--- src/hdl/sfd_pkg.sv ---
`timescale 1ns / 1ps

package sfd_pkg;

    // Default depth of the sync pattern search.
    localparam int MAX_SYNC_BYTES_DEF = 4;

    // Configuration register indexes.
    localparam logic [1:0] CFG_SYNC_LENGTH   = 2'd0;
    localparam logic [1:0] CFG_SYNC_PATTERN  = 2'd1;
    localparam logic [1:0] CFG_MAX_PAYLOAD   = 2'd2;
    localparam logic [1:0] CFG_TIMEOUT_TICKS = 2'd3;

    // Configuration reset values.
    localparam logic [2:0]  SYNC_LENGTH_RST   = 3'd2;
    localparam logic [31:0] SYNC_PATTERN_RST  = 32'h0000_0000;
    localparam logic [11:0] MAX_PAYLOAD_RST   = 12'd4095;
    localparam logic [31:0] TIMEOUT_TICKS_RST = 32'd1000;

    // Input opcodes.
    localparam logic OP_BYTE = 1'b0;
    localparam logic OP_TICK = 1'b1;

    // Result kinds.
    localparam logic [1:0] KIND_PAYLOAD  = 2'd0;
    localparam logic [1:0] KIND_ACCEPTED = 2'd1;
    localparam logic [1:0] KIND_REJECTED = 2'd2;

    // Header byte fields.
    localparam logic [7:0] HDR_ENDPOINT_MASK = 8'hF0;
    localparam logic [7:0] HDR_LENGTH_MASK   = 8'h0F;

endpackage

--- src/hdl/serial_frame_deframer.sv ---
`timescale 1ns / 1ps

// Serial frame deframer. Each input transaction is either a received byte
// (opcode 0) or one elapsed timer tick (opcode 1). A frame is a sync pattern
// of sync_length bytes (at most MAX_SYNC_BYTES, first byte in the low byte of
// sync_pattern), a header byte holding the endpoint in its high nibble and
// length bits 11..8 in its low nibble, the low length byte, the payload, and
// an 8-bit additive checksum over every earlier byte of the frame. Payload
// bytes are streamed out as kind 0 transactions while they arrive; the frame
// then ends with one transaction marked last, kind 1 (accepted, carrying the
// endpoint and the length) or kind 2 (rejected: sync mismatch after a partial
// match, length above max_payload, bad checksum, or more than timeout_ticks
// ticks without a byte). A first sync byte that does not match is dropped
// without a result, and ticks outside a frame are ignored. The block takes
// one input transaction per clock: all decoding is done in a single pass of
// compare-and-add logic straight into the frame state registers, and any
// result lands in a two-entry output buffer. Input ready falls only while
// both buffer entries hold results that the sink has not yet taken, so with
// the sink always ready the rate is one transaction per cycle and a result
// appears in the cycle after its transaction. Configuration is written
// via cfg_we/cfg_index/cfg_data by the user only while idle (not enforced).

module serial_frame_deframer #(
    parameter int MAX_SYNC_BYTES = sfd_pkg::MAX_SYNC_BYTES_DEF
) (
    input  logic        clk,
    input  logic        rst_n,

    // Configuration write port.
    input  logic        cfg_we,
    input  logic [1:0]  cfg_index,
    input  logic [31:0] cfg_data,

    // Input channel.
    input  logic        in_valid,
    output logic        in_ready,
    input  logic        opcode,
    input  logic [7:0]  rx_byte,

    // Result channel.
    output logic        out_valid,
    input  logic        out_ready,
    output logic [1:0]  kind,
    output logic [7:0]  payload_byte,
    output logic [3:0]  endpoint,
    output logic [11:0] frame_length,
    output logic        last
);

    typedef enum logic [2:0] {
        PH_IDLE,
        PH_SYNC,
        PH_HEADER,
        PH_LENLO,
        PH_DATA,
        PH_CHECK
    } phase_t;

    typedef struct packed {
        logic [1:0]  kind;
        logic [7:0]  payload_byte;
        logic [3:0]  endpoint;
        logic [11:0] frame_length;
        logic        last;
    } result_t;

    // Saturation limit for the sync length, four bits wide so that a limit
    // of eight is still representable.
    localparam logic [3:0] MAX_SYNC = 4'(MAX_SYNC_BYTES);

    // Configuration registers.
    logic [2:0]  sync_length_reg;
    logic [31:0] sync_pattern_reg;
    logic [11:0] max_payload_reg;
    logic [31:0] timeout_ticks_reg;

    // Frame state.
    phase_t      phase_reg, phase_next;
    logic [2:0]  sync_matched_reg, sync_matched_next;
    logic [7:0]  running_sum_reg, running_sum_next;
    logic [3:0]  frame_endpoint_reg, frame_endpoint_next;
    logic [3:0]  length_high_reg, length_high_next;
    logic [11:0] total_length_reg, total_length_next;
    logic [11:0] bytes_remaining_reg, bytes_remaining_next;
    logic [31:0] idle_count_reg, idle_count_next;

    // Output buffer: the head entry drives the ports, the skid entry holds a
    // second result while the head is stalled.
    result_t     out_reg, out_next;
    result_t     skid_reg, skid_next;
    logic        out_valid_reg, out_valid_next;
    logic        skid_valid_reg, skid_valid_next;

    // Per-transaction result of the decoder.
    result_t     res;
    logic        res_valid;

    logic        in_fire;
    logic        out_fire;
    logic [2:0]  eff_sync_len;
    logic [3:0][7:0] pattern_bytes;
    logic [7:0]  expected_byte;
    logic [11:0] frame_size;
    logic [31:0] idle_count_inc;
    logic        do_clear;
    logic        as_header;

    assign in_ready = !skid_valid_reg;
    assign in_fire  = in_valid && in_ready;
    assign out_fire = out_valid_reg && out_ready;

    // A sync length above the limit is treated as the limit.
    assign eff_sync_len = ({1'b0, sync_length_reg} > MAX_SYNC) ? MAX_SYNC[2:0]
                                                                : sync_length_reg;

    // Pattern bytes past the 32-bit register compare against zero.
    assign pattern_bytes = sync_pattern_reg;
    assign expected_byte = sync_matched_reg[2] ? 8'h00 : pattern_bytes[sync_matched_reg[1:0]];

    assign frame_size = {length_high_reg, rx_byte};

    assign idle_count_inc = (idle_count_reg == '1) ? idle_count_reg : idle_count_reg + 32'd1;

    always_comb
    begin
        phase_next           = phase_reg;
        sync_matched_next    = sync_matched_reg;
        running_sum_next     = running_sum_reg;
        frame_endpoint_next  = frame_endpoint_reg;
        length_high_next     = length_high_reg;
        total_length_next    = total_length_reg;
        bytes_remaining_next = bytes_remaining_reg;
        idle_count_next      = idle_count_reg;
        res                  = '0;
        res_valid            = 1'b0;
        do_clear             = 1'b0;
        as_header            = 1'b0;

        if (opcode == sfd_pkg::OP_BYTE) begin
            idle_count_next = '0;
            case (phase_reg)
                PH_IDLE, PH_SYNC:
                begin
                    if (sync_matched_reg < eff_sync_len) begin
                        if (rx_byte == expected_byte) begin
                            running_sum_next  = running_sum_reg + rx_byte;
                            sync_matched_next = sync_matched_reg + 3'd1;
                            phase_next = (sync_matched_next >= eff_sync_len) ? PH_HEADER
                                                                             : PH_SYNC;
                        end else begin
                            // A mismatch after a partial match is a reject;
                            // a stray byte while idle is simply dropped.
                            do_clear = 1'b1;
                            if (phase_reg == PH_SYNC) begin
                                res_valid = 1'b1;
                                res.kind  = sfd_pkg::KIND_REJECTED;
                                res.last  = 1'b1;
                            end
                        end
                    end else begin
                        as_header = 1'b1;
                    end
                end
                PH_LENLO:
                begin
                    if (frame_size > max_payload_reg) begin
                        do_clear  = 1'b1;
                        res_valid = 1'b1;
                        res.kind  = sfd_pkg::KIND_REJECTED;
                        res.last  = 1'b1;
                    end else begin
                        total_length_next    = frame_size;
                        bytes_remaining_next = frame_size;
                        phase_next           = (frame_size == '0) ? PH_CHECK : PH_DATA;
                        running_sum_next     = running_sum_reg + rx_byte;
                    end
                end
                PH_DATA:
                begin
                    running_sum_next = running_sum_reg + rx_byte;
                    if (bytes_remaining_reg <= 12'd1) begin
                        bytes_remaining_next = '0;
                        phase_next           = PH_CHECK;
                    end else begin
                        bytes_remaining_next = bytes_remaining_reg - 12'd1;
                    end
                    res_valid        = 1'b1;
                    res.kind         = sfd_pkg::KIND_PAYLOAD;
                    res.payload_byte = rx_byte;
                end
                PH_CHECK:
                begin
                    do_clear  = 1'b1;
                    res_valid = 1'b1;
                    res.last  = 1'b1;
                    if (running_sum_reg == rx_byte) begin
                        res.kind         = sfd_pkg::KIND_ACCEPTED;
                        res.endpoint     = frame_endpoint_reg;
                        res.frame_length = total_length_reg;
                    end else begin
                        res.kind = sfd_pkg::KIND_REJECTED;
                    end
                end
                default:
                begin
                    as_header = 1'b1;
                end
            endcase

            // The header is taken either in its own phase or as soon as the
            // sync pattern is complete.
            if (as_header) begin
                frame_endpoint_next = 4'((rx_byte & sfd_pkg::HDR_ENDPOINT_MASK) >> 4);
                length_high_next    = 4'(rx_byte & sfd_pkg::HDR_LENGTH_MASK);
                running_sum_next    = running_sum_reg + rx_byte;
                phase_next          = PH_LENLO;
            end
        end else if (phase_reg != PH_IDLE) begin
            idle_count_next = idle_count_inc;
            if (idle_count_inc > timeout_ticks_reg) begin
                do_clear  = 1'b1;
                res_valid = 1'b1;
                res.kind  = sfd_pkg::KIND_REJECTED;
                res.last  = 1'b1;
            end
        end

        if (do_clear) begin
            phase_next           = PH_IDLE;
            sync_matched_next    = '0;
            running_sum_next     = '0;
            frame_endpoint_next  = '0;
            length_high_next     = '0;
            total_length_next    = '0;
            bytes_remaining_next = '0;
            idle_count_next      = '0;
        end
    end

    // Two-entry output buffer. A push never meets a full skid entry because
    // input ready is low while the skid entry is occupied.
    always_comb
    begin
        out_next        = out_reg;
        skid_next       = skid_reg;
        out_valid_next  = out_valid_reg;
        skid_valid_next = skid_valid_reg;

        if (out_fire) begin
            if (skid_valid_reg) begin
                out_next        = skid_reg;
                skid_valid_next = 1'b0;
            end else begin
                out_valid_next = 1'b0;
            end
        end

        if (in_fire && res_valid) begin
            if (!out_valid_reg || (out_fire && !skid_valid_reg)) begin
                out_next       = res;
                out_valid_next = 1'b1;
            end else begin
                skid_next       = res;
                skid_valid_next = 1'b1;
            end
        end
    end

    always_ff @(posedge clk or negedge rst_n)
    begin
        if (!rst_n) begin
            sync_length_reg   <= sfd_pkg::SYNC_LENGTH_RST;
            sync_pattern_reg  <= sfd_pkg::SYNC_PATTERN_RST;
            max_payload_reg   <= sfd_pkg::MAX_PAYLOAD_RST;
            timeout_ticks_reg <= sfd_pkg::TIMEOUT_TICKS_RST;
        end else if (cfg_we) begin
            unique case (cfg_index)
                sfd_pkg::CFG_SYNC_LENGTH:   sync_length_reg   <= cfg_data[2:0];
                sfd_pkg::CFG_SYNC_PATTERN:  sync_pattern_reg  <= cfg_data;
                sfd_pkg::CFG_MAX_PAYLOAD:   max_payload_reg   <= cfg_data[11:0];
                sfd_pkg::CFG_TIMEOUT_TICKS: timeout_ticks_reg <= cfg_data;
                default:                    sync_length_reg   <= sync_length_reg;
            endcase
        end
    end

    always_ff @(posedge clk or negedge rst_n)
    begin
        if (!rst_n) begin
            phase_reg           <= PH_IDLE;
            sync_matched_reg    <= '0;
            running_sum_reg     <= '0;
            frame_endpoint_reg  <= '0;
            length_high_reg     <= '0;
            total_length_reg    <= '0;
            bytes_remaining_reg <= '0;
            idle_count_reg      <= '0;
        end else if (in_fire) begin
            phase_reg           <= phase_next;
            sync_matched_reg    <= sync_matched_next;
            running_sum_reg     <= running_sum_next;
            frame_endpoint_reg  <= frame_endpoint_next;
            length_high_reg     <= length_high_next;
            total_length_reg    <= total_length_next;
            bytes_remaining_reg <= bytes_remaining_next;
            idle_count_reg      <= idle_count_next;
        end
    end

    always_ff @(posedge clk or negedge rst_n)
    begin
        if (!rst_n) begin
            out_valid_reg  <= 1'b0;
            skid_valid_reg <= 1'b0;
        end else begin
            out_valid_reg  <= out_valid_next;
            skid_valid_reg <= skid_valid_next;
        end
    end

    always_ff @(posedge clk)
    begin
        out_reg  <= out_next;
        skid_reg <= skid_next;
    end

    assign out_valid    = out_valid_reg;
    assign kind         = out_reg.kind;
    assign payload_byte = out_reg.payload_byte;
    assign endpoint     = out_reg.endpoint;
    assign frame_length = out_reg.frame_length;
    assign last         = out_reg.last;

    // The skid entry only fills behind a stalled head entry.
    assert property (@(posedge clk) disable iff (!rst_n)
        skid_valid_reg |-> out_valid_reg)
        else $error("skid entry valid while head entry empty");

    // Payload phase always has at least one byte still to come.
    assert property (@(posedge clk) disable iff (!rst_n)
        (phase_reg == PH_DATA) |-> (bytes_remaining_reg != '0))
        else $error("payload phase with no bytes remaining");

    // A final status result leaves the frame state fully cleared.
    assert property (@(posedge clk) disable iff (!rst_n)
        (in_fire && res_valid && res.last) |=>
            (phase_reg == PH_IDLE && running_sum_reg == '0 && idle_count_reg == '0))
        else $error("frame state not cleared after final result");

    // A result that leaves the buffer marks last exactly on status kinds.
    assert property (@(posedge clk) disable iff (!rst_n)
        out_valid_reg |-> (out_reg.last == (out_reg.kind != sfd_pkg::KIND_PAYLOAD)))
        else $error("last flag does not match result kind");

endmodule
--- config.mk ---
export PLATFORM = sky130hd
export DESIGN_NAME = serial_frame_deframer
export DESIGN_NICKNAME = d
export VERILOG_FILES = /design/src/hdl/sfd_pkg.sv /design/src/hdl/serial_frame_deframer.sv
export SDC_FILE = /design/constraint.sdc
export NUM_CORES = 1
export LEC_CHECK = 0
export BUFFER_PORTS_ARGS = -buffer_cell sky130_fd_sc_hd__buf_2
export CAP_MARGIN = 15
export CORE_MARGIN = 1
export CORE_UTILIZATION = 40
export CTS_BUF_LIST = sky130_fd_sc_hd__clkbuf_8
export DETAILED_ROUTE_END_ITERATION = 8
export HOLD_SLACK_MARGIN = 0.02
export MAX_ROUTING_LAYER = met4
export PLACE_DENSITY = 0.58
export SLEW_MARGIN = 15
export SYNTH_ARGS = -nofsm -noshare
export SYNTH_HDL_FRONTEND = slang
export SYNTH_SLANG_ARGS = --single-unit
export TNS_END_PERCENT = 100
--- constraint.sdc ---
create_clock -name clk -period 11.8 [get_ports clk]
set_input_delay 0.59 -clock clk [delete_from_list [all_inputs] [get_ports clk]]
set_output_delay 0.59 -clock clk [all_outputs]
set_load 0.1 [all_outputs]
# Word level (Yosys, flattened, before mapping)
# Cells that the tools add are included.
[word_totals] regBits=213 output_inout_bits=29 word_cells=172
[op_classes] addsub=4 order_cmp=7 eq_ne=18 mux=85 bitwise_logic=1 n_reduce_logical=33
[op_table] cell="32-bit 2-to-1 mux" n=4
[op_table] cell="27-bit 2-to-1 mux" n=4
[op_table] cell="12-bit 2-to-1 mux" n=7
[op_table] cell="8-bit 2-to-1 mux" n=9
[op_table] cell="3-bit 2-to-1 mux" n=13
[op_table] cell="32-bit by 1-bit adder with 32-bit output (second input constant)" n=1
[op_table] cell="32-bit equality test (second input constant)" n=1
[op_table] cell="32-bit > comparator" n=1
[op_table] cell="16-bit 2-to-1 mux" n=2
[op_table] cell="24-bit 2-to-1 mux" n=1
[op_table] cell="4-bit 2-to-1 mux" n=6
[op_table] cell="12-bit case mux with 2 select lines" n=1
[op_table] cell="8-bit case mux with 3 select lines" n=1
[op_table] cell="1-bit 2-to-1 mux" n=21
[op_table] cell="2-bit 2-to-1 mux" n=9
[op_table] cell="8-bit binary-select mux with 2-bit select" n=1
[op_table] cell="8-bit equality test" n=2
[op_table] cell="4-bit != test (second input constant)" n=4
[op_table] cell="12-bit > comparator" n=1
[op_table] cell="12-bit by 1-bit <= comparator with 1-bit output (second input constant)" n=1
[op_table] cell="12-bit zero test" n=1
[op_table] cell="2-bit AND reduction" n=6
[op_table] cell="12-bit by 1-bit subtractor with 12-bit output (second input constant)" n=1
[op_table] cell="2-bit nonzero test" n=5
[op_table] cell="34 further kinds" n=45

# Logic depth before layout (Yosys ltp)
[logic_depth] depth_word=10 mapped_depth=21 ltp_nobuf=17

# Worst setup path after synthesis
# Ideal clock, no wire load.
[synth_timing] path_type="register -> register" start="reg idle_count_reg[19]" end="reg skid_reg[0] in the netlist's numbering (enable)" arrival_time_ns=5.281 path_slack_ns=6.074 stages_incl_launch_ff=17 path_cell_list="dfrtp_1 and4_1 nand2_1 nor4_1 nand2b_1 clkbuf_1 or3_1 clkbuf_1 nor2_1 xor2_1 ha_1 nand4_1 nor4_1 o41a_1 o21a_1 nor2_1 nor3_1"
[synth_between] elab_chain_len=8 elab_cells_between_ends=9
[synth_lines] item="start, declared" line_no="serial_frame_deframer.sv:85" source="logic [31:0] idle_count_reg, idle_count_next;"
[synth_lines] item="start signal, assigned" line_no="serial_frame_deframer.sv:306" source="idle_count_reg <= idle_count_next;"
[synth_lines] item="32-bit by 1-bit adder with 32-bit output / 32-bit equality test (equally long branches)" line_no="serial_frame_deframer.sv:122" source="assign idle_count_inc = (idle_count_reg == '1) ? idle_count_reg : idle_count_reg + 32'd1;"
[synth_lines] item="32-bit 2-to-1 mux *" line_no="serial_frame_deframer.sv:122"
[synth_lines] item="32-bit > comparator *" line_no="serial_frame_deframer.sv:220" source="if (idle_count_inc > timeout_ticks_reg) begin"
[synth_lines] item="1-bit 2-to-1 mux *" line_no="serial_frame_deframer.sv:220"
[synth_lines] item="1-bit 2-to-1 mux *" line_no="serial_frame_deframer.sv:218" source="end else if (phase_reg != PH_IDLE) begin"
[synth_lines] item="1-bit 2-to-1 mux *" line_no="serial_frame_deframer.sv:139" source="if (opcode == sfd_pkg::OP_BYTE) begin"
[synth_lines] item="1-bit logical AND *" line_no="serial_frame_deframer.sv:258" source="if (in_fire && res_valid) begin"
[synth_lines] item="2-bit AND reduction (no line) *"
[synth_lines] item="end signal, assigned" line_no="serial_frame_deframer.sv:324" source="skid_reg <= skid_next;"
[synth_lines] item="end, declared" line_no="serial_frame_deframer.sv:90" source="result_t skid_reg, skid_next;"
# Mark *: on every way between the ends. The rest lies on a longest branch, timed or not.
# A chain may end at the register's enable or synchronous reset.

# Final worst setup path
[layout_timing] start="reg idle_count_reg[6]" end="reg idle_count_reg[30]"
[layout_between] elab_chain_len=8 elab_cells_between_ends=12
[layout_lines] item="32-bit by 1-bit adder with 32-bit output / 32-bit equality test (equally long branches)" line_no="serial_frame_deframer.sv:122"
[layout_lines] item="32-bit 2-to-1 mux *" line_no="serial_frame_deframer.sv:122"
[layout_lines] item="32-bit > comparator" line_no="serial_frame_deframer.sv:220"
[layout_lines] item="1-bit 2-to-1 mux" line_no="serial_frame_deframer.sv:220"
[layout_lines] item="1-bit 2-to-1 mux" line_no="serial_frame_deframer.sv:218"
[layout_lines] item="1-bit 2-to-1 mux" line_no="serial_frame_deframer.sv:139"
[layout_lines] item="3-bit by 1-bit != test with 1-bit output (no line)"
[layout_lines] item="2-bit AND reduction (no line)"
# Mark *: on every way between the ends. The rest lies on a longest branch, timed or not. The select of a mux whose other input is x is not followed.

==> results_dict.tcl <==
set metrics [dict create \
    wl_microns 29500 \
    cts_setup_buffers 0 \
    hp-start "cfg_data[15]" \
    antenna_cells 0 \
    power_leakage_nw 5.99 \
    synthCells 1046 \
    grt_max_degree 107 \
    fin_crit_ps 6110 \
    p_sw_w 0.00113 \
    synthFlopType "dfrtp_1" \
    coreArea_sq_mm 0.0287 \
    peakVddDrop_mv 0.0826 \
    syn-cell-area_sq_mm 0.0116 \
    netSwitchingFraction_pct 40.8 \
    ys_warn_count 0 \
    synth-seq-cells 213 \
    tns_ps 0 \
    netlist.top_cell.by_area "dfrtp_1" \
    max_cap_violations 0 \
    hold_violations 0 \
    insertion_delay_ps 540 \
    synth_edf_count 27 \
    power.internal_w 0.00165 \
    setup_viol 0 \
    numClockSinks 213 \
    vias 8398 \
    asyncSetResetFlopFracSynth_pct 74.6 \
    worstPathArrival_ps 6570 \
    cpMaxStageDelayCell "nor2_1" \
    place.gp.congestion 0.919 \
    fill_cells 2738 \
    path_max_fanout 14 \
    dp_cells 1472 \
    avgSynthCellArea_sq_um 11.1 \
    multi_input_area_sq_mm 0.00583 \
    final_util_pct 45.9 \
    ys_seq_area_share_pct 46.0 \
    layout-drive-gt1-share_pct 27.4 \
    pwr-share-seq_pct 37.3 \
    finClkSkew_ps 30.3 \
    grt_pass1_wl_microns 47400 \
    drt_first_pass_iters 5 \
    antenna_found_initial 0 \
    ctsHoldBuffers 0 \
    clk_pin_slew_ps 60 \
    hpwl_microns 20800 \
    post_cts_resized 0 \
    fin_crit_sh_pct 51.7 \
    setup_ws_ps 5690 \
    p_per_area_mw_per_mm2 211 \
    critical-path-top-delay-family "simple AND/OR/NAND/NOR gates" \
    tightest_slew_ps 1070 \
    fp-row-count 62 \
    synth_cell_types 74 \
    drt-vias-per-instance 5.44 \
    path_buf_inv 0 \
    grt_overflow 0 \
    final_cells 1545 \
    fin_nets 1241 \
    die_area_sq_mm 0.0298 \
    rsz0062_at_grt "false" \
    crit_chain "and4_1 -> and4_1 -> and2_1 -> a211oi_2 -> and2_0 -> nand4_1 -> xnor2_1 -> ha_1 -> nand4_1 -> nor4_1 -> a211oi_1 -> o41a_1 -> o21ai_1 -> nand2_1 -> nor2_1 -> a22o_1" \
    routedWlPerCell_microns 19.1 \
    critPathMaxStageDelay_ps 910 \
    synth_common_cells "140 x dfrtp_1, 113 x mux2_2, 72 x inv_1, 61 x ha_1, 60 x nand2_1" \
    cts_tree "done" \
    dp_slack_ps 5860 \
    rr_startpoint "idle_count_reg[6]" \
    cp-start-kind "flop" \
    netlist_top_cells_area "dfrtp_1 30%, mux2_2 11%, edfxtp_1 7.0%" \
    initial_core_util_pct 40.6 \
    p_comb_share_pct 38.3 \
    cp.required_ps 12260 \
    end_kind "flop" \
    ios 77 \
    worstSetupPathType "reg -> reg" \
    seq_area_sq_mm 0.00535 \
    maxSlewHeadroom_pct 28.6 \
    yosysMostFrequentCell "dfrtp_1" \
    slew_violations 0 \
    drc 0 \
    grt_pass1_vias 8426 \
    clkPwrFrac_pct 24.4 \
    portBuffers 76 \
    fmax_ghz 0.164 \
    syn_to_final_growth_pct 13.1 \
    cts_buffers 39 \
    syn-num-nets 1156 \
    htree_num_levels 2 \
    yosysTopAreaCellShare_pct 30.1 \
    drt_iter0_drc 563 \
    cts_buffer_depth 3 \
    grtUsageTotal_pct 20.7 \
    status "complete, no violations" \
    startpoint "idle_count_reg[6]" \
    root_buffer "clkbuf_8" \
    fp.dieW_microns 173 \
    antenna_left 0 \
    hold_path.class "in -> reg" \
    dieHeight_microns 173 \
]
==> worst paths after layout <==
kind | to | slack (ps) | cells past startpoint
max | idle_count_reg[30] | 5690 | 16
min | pattern_bytes[15] | 300 | 2
max reg2reg | idle_count_reg[30] | 5690 | 16
min reg2reg | running_sum_reg[4] | 490 | 2
max in group asynchronous | pattern_bytes[8] | 10260 | 3
min in group asynchronous | idle_count_reg[6] | 490 | 2
==> power by group through the flow <==
stage / Sequential [W] / Clock [W] / Combinational [W]
2_1_floorplan: 0.00127 / 0 / 0.000609
3_3_place_gp: 0.00104 / 0 / 0.00105
3_5_place_dp: 0.00105 / 0 / 0.00106
4_1_cts: 0.00103 / 0.000703 / 0.00107
5_1_grt: 0.00106 / 0.000734 / 0.00116
6_report: 0.00104 / 0.000679 / 0.00107
==> cells in the final DEF, fill, tap and decap left out, types with 29 or more instances in the layout <==
cell and instances:
inv_1 86, xnor2_1 29, mux2_2 113, clkbuf_8 44, a21oi_1 38, ha_1 61, buf_2 75, a22o_1 48
dfrtp_1 140, o21ai_0 52, nand2_1 60
==> logic make-up (layout without fill, tap and decap cells) <==
kind of cell,after synthesis,in the layout,synth area share [%]
AO/OA/AOI/OAI,228,228,13.6
multiplexers,140,140,14.9
adder cells (fa/ha/maj),63,63,6.81
buffers and inverters,114,229,4.17
AND/OR/NAND/NOR,245,245,11.3
XOR/XNOR,43,43,3.23
flip-flops,213,213,46.0
==> layer usage <==
metal | share of wire, % | vias to the layer above | GRT usage (%)
li1 | - | 4027 | -
met1 | 47 | 4071 | 28.3
met2 | 45 | 247 | 31.4
met3 | 5.5 | 53 | 3.61
met4 | 2.3 | 0 | 6.03
met5 | 0 | - | -
==> layout make-up <==
type,count,share of cell area (%)
repair buffers,86,3.68
well taps,384,3.65
multi-input cells,719,44.3
flip-flops and latches,213,40.6
clock buffers,44,4.60
inverters,72,2.05
clock inverters,27,1.12
==> through the flow <==
stage          hold slack [ps]  power, W  cell area, sq um
2_1_floorplan              294   0.00187             11600
4_1_cts                    206   0.00280             13100
3_5_place_dp               478   0.00211             12400
6_report                   298   0.00278             13200
3_3_place_gp               473   0.00209             12400
5_1_grt                    280   0.00295             13200
Power figures use the tool's default switching activity.
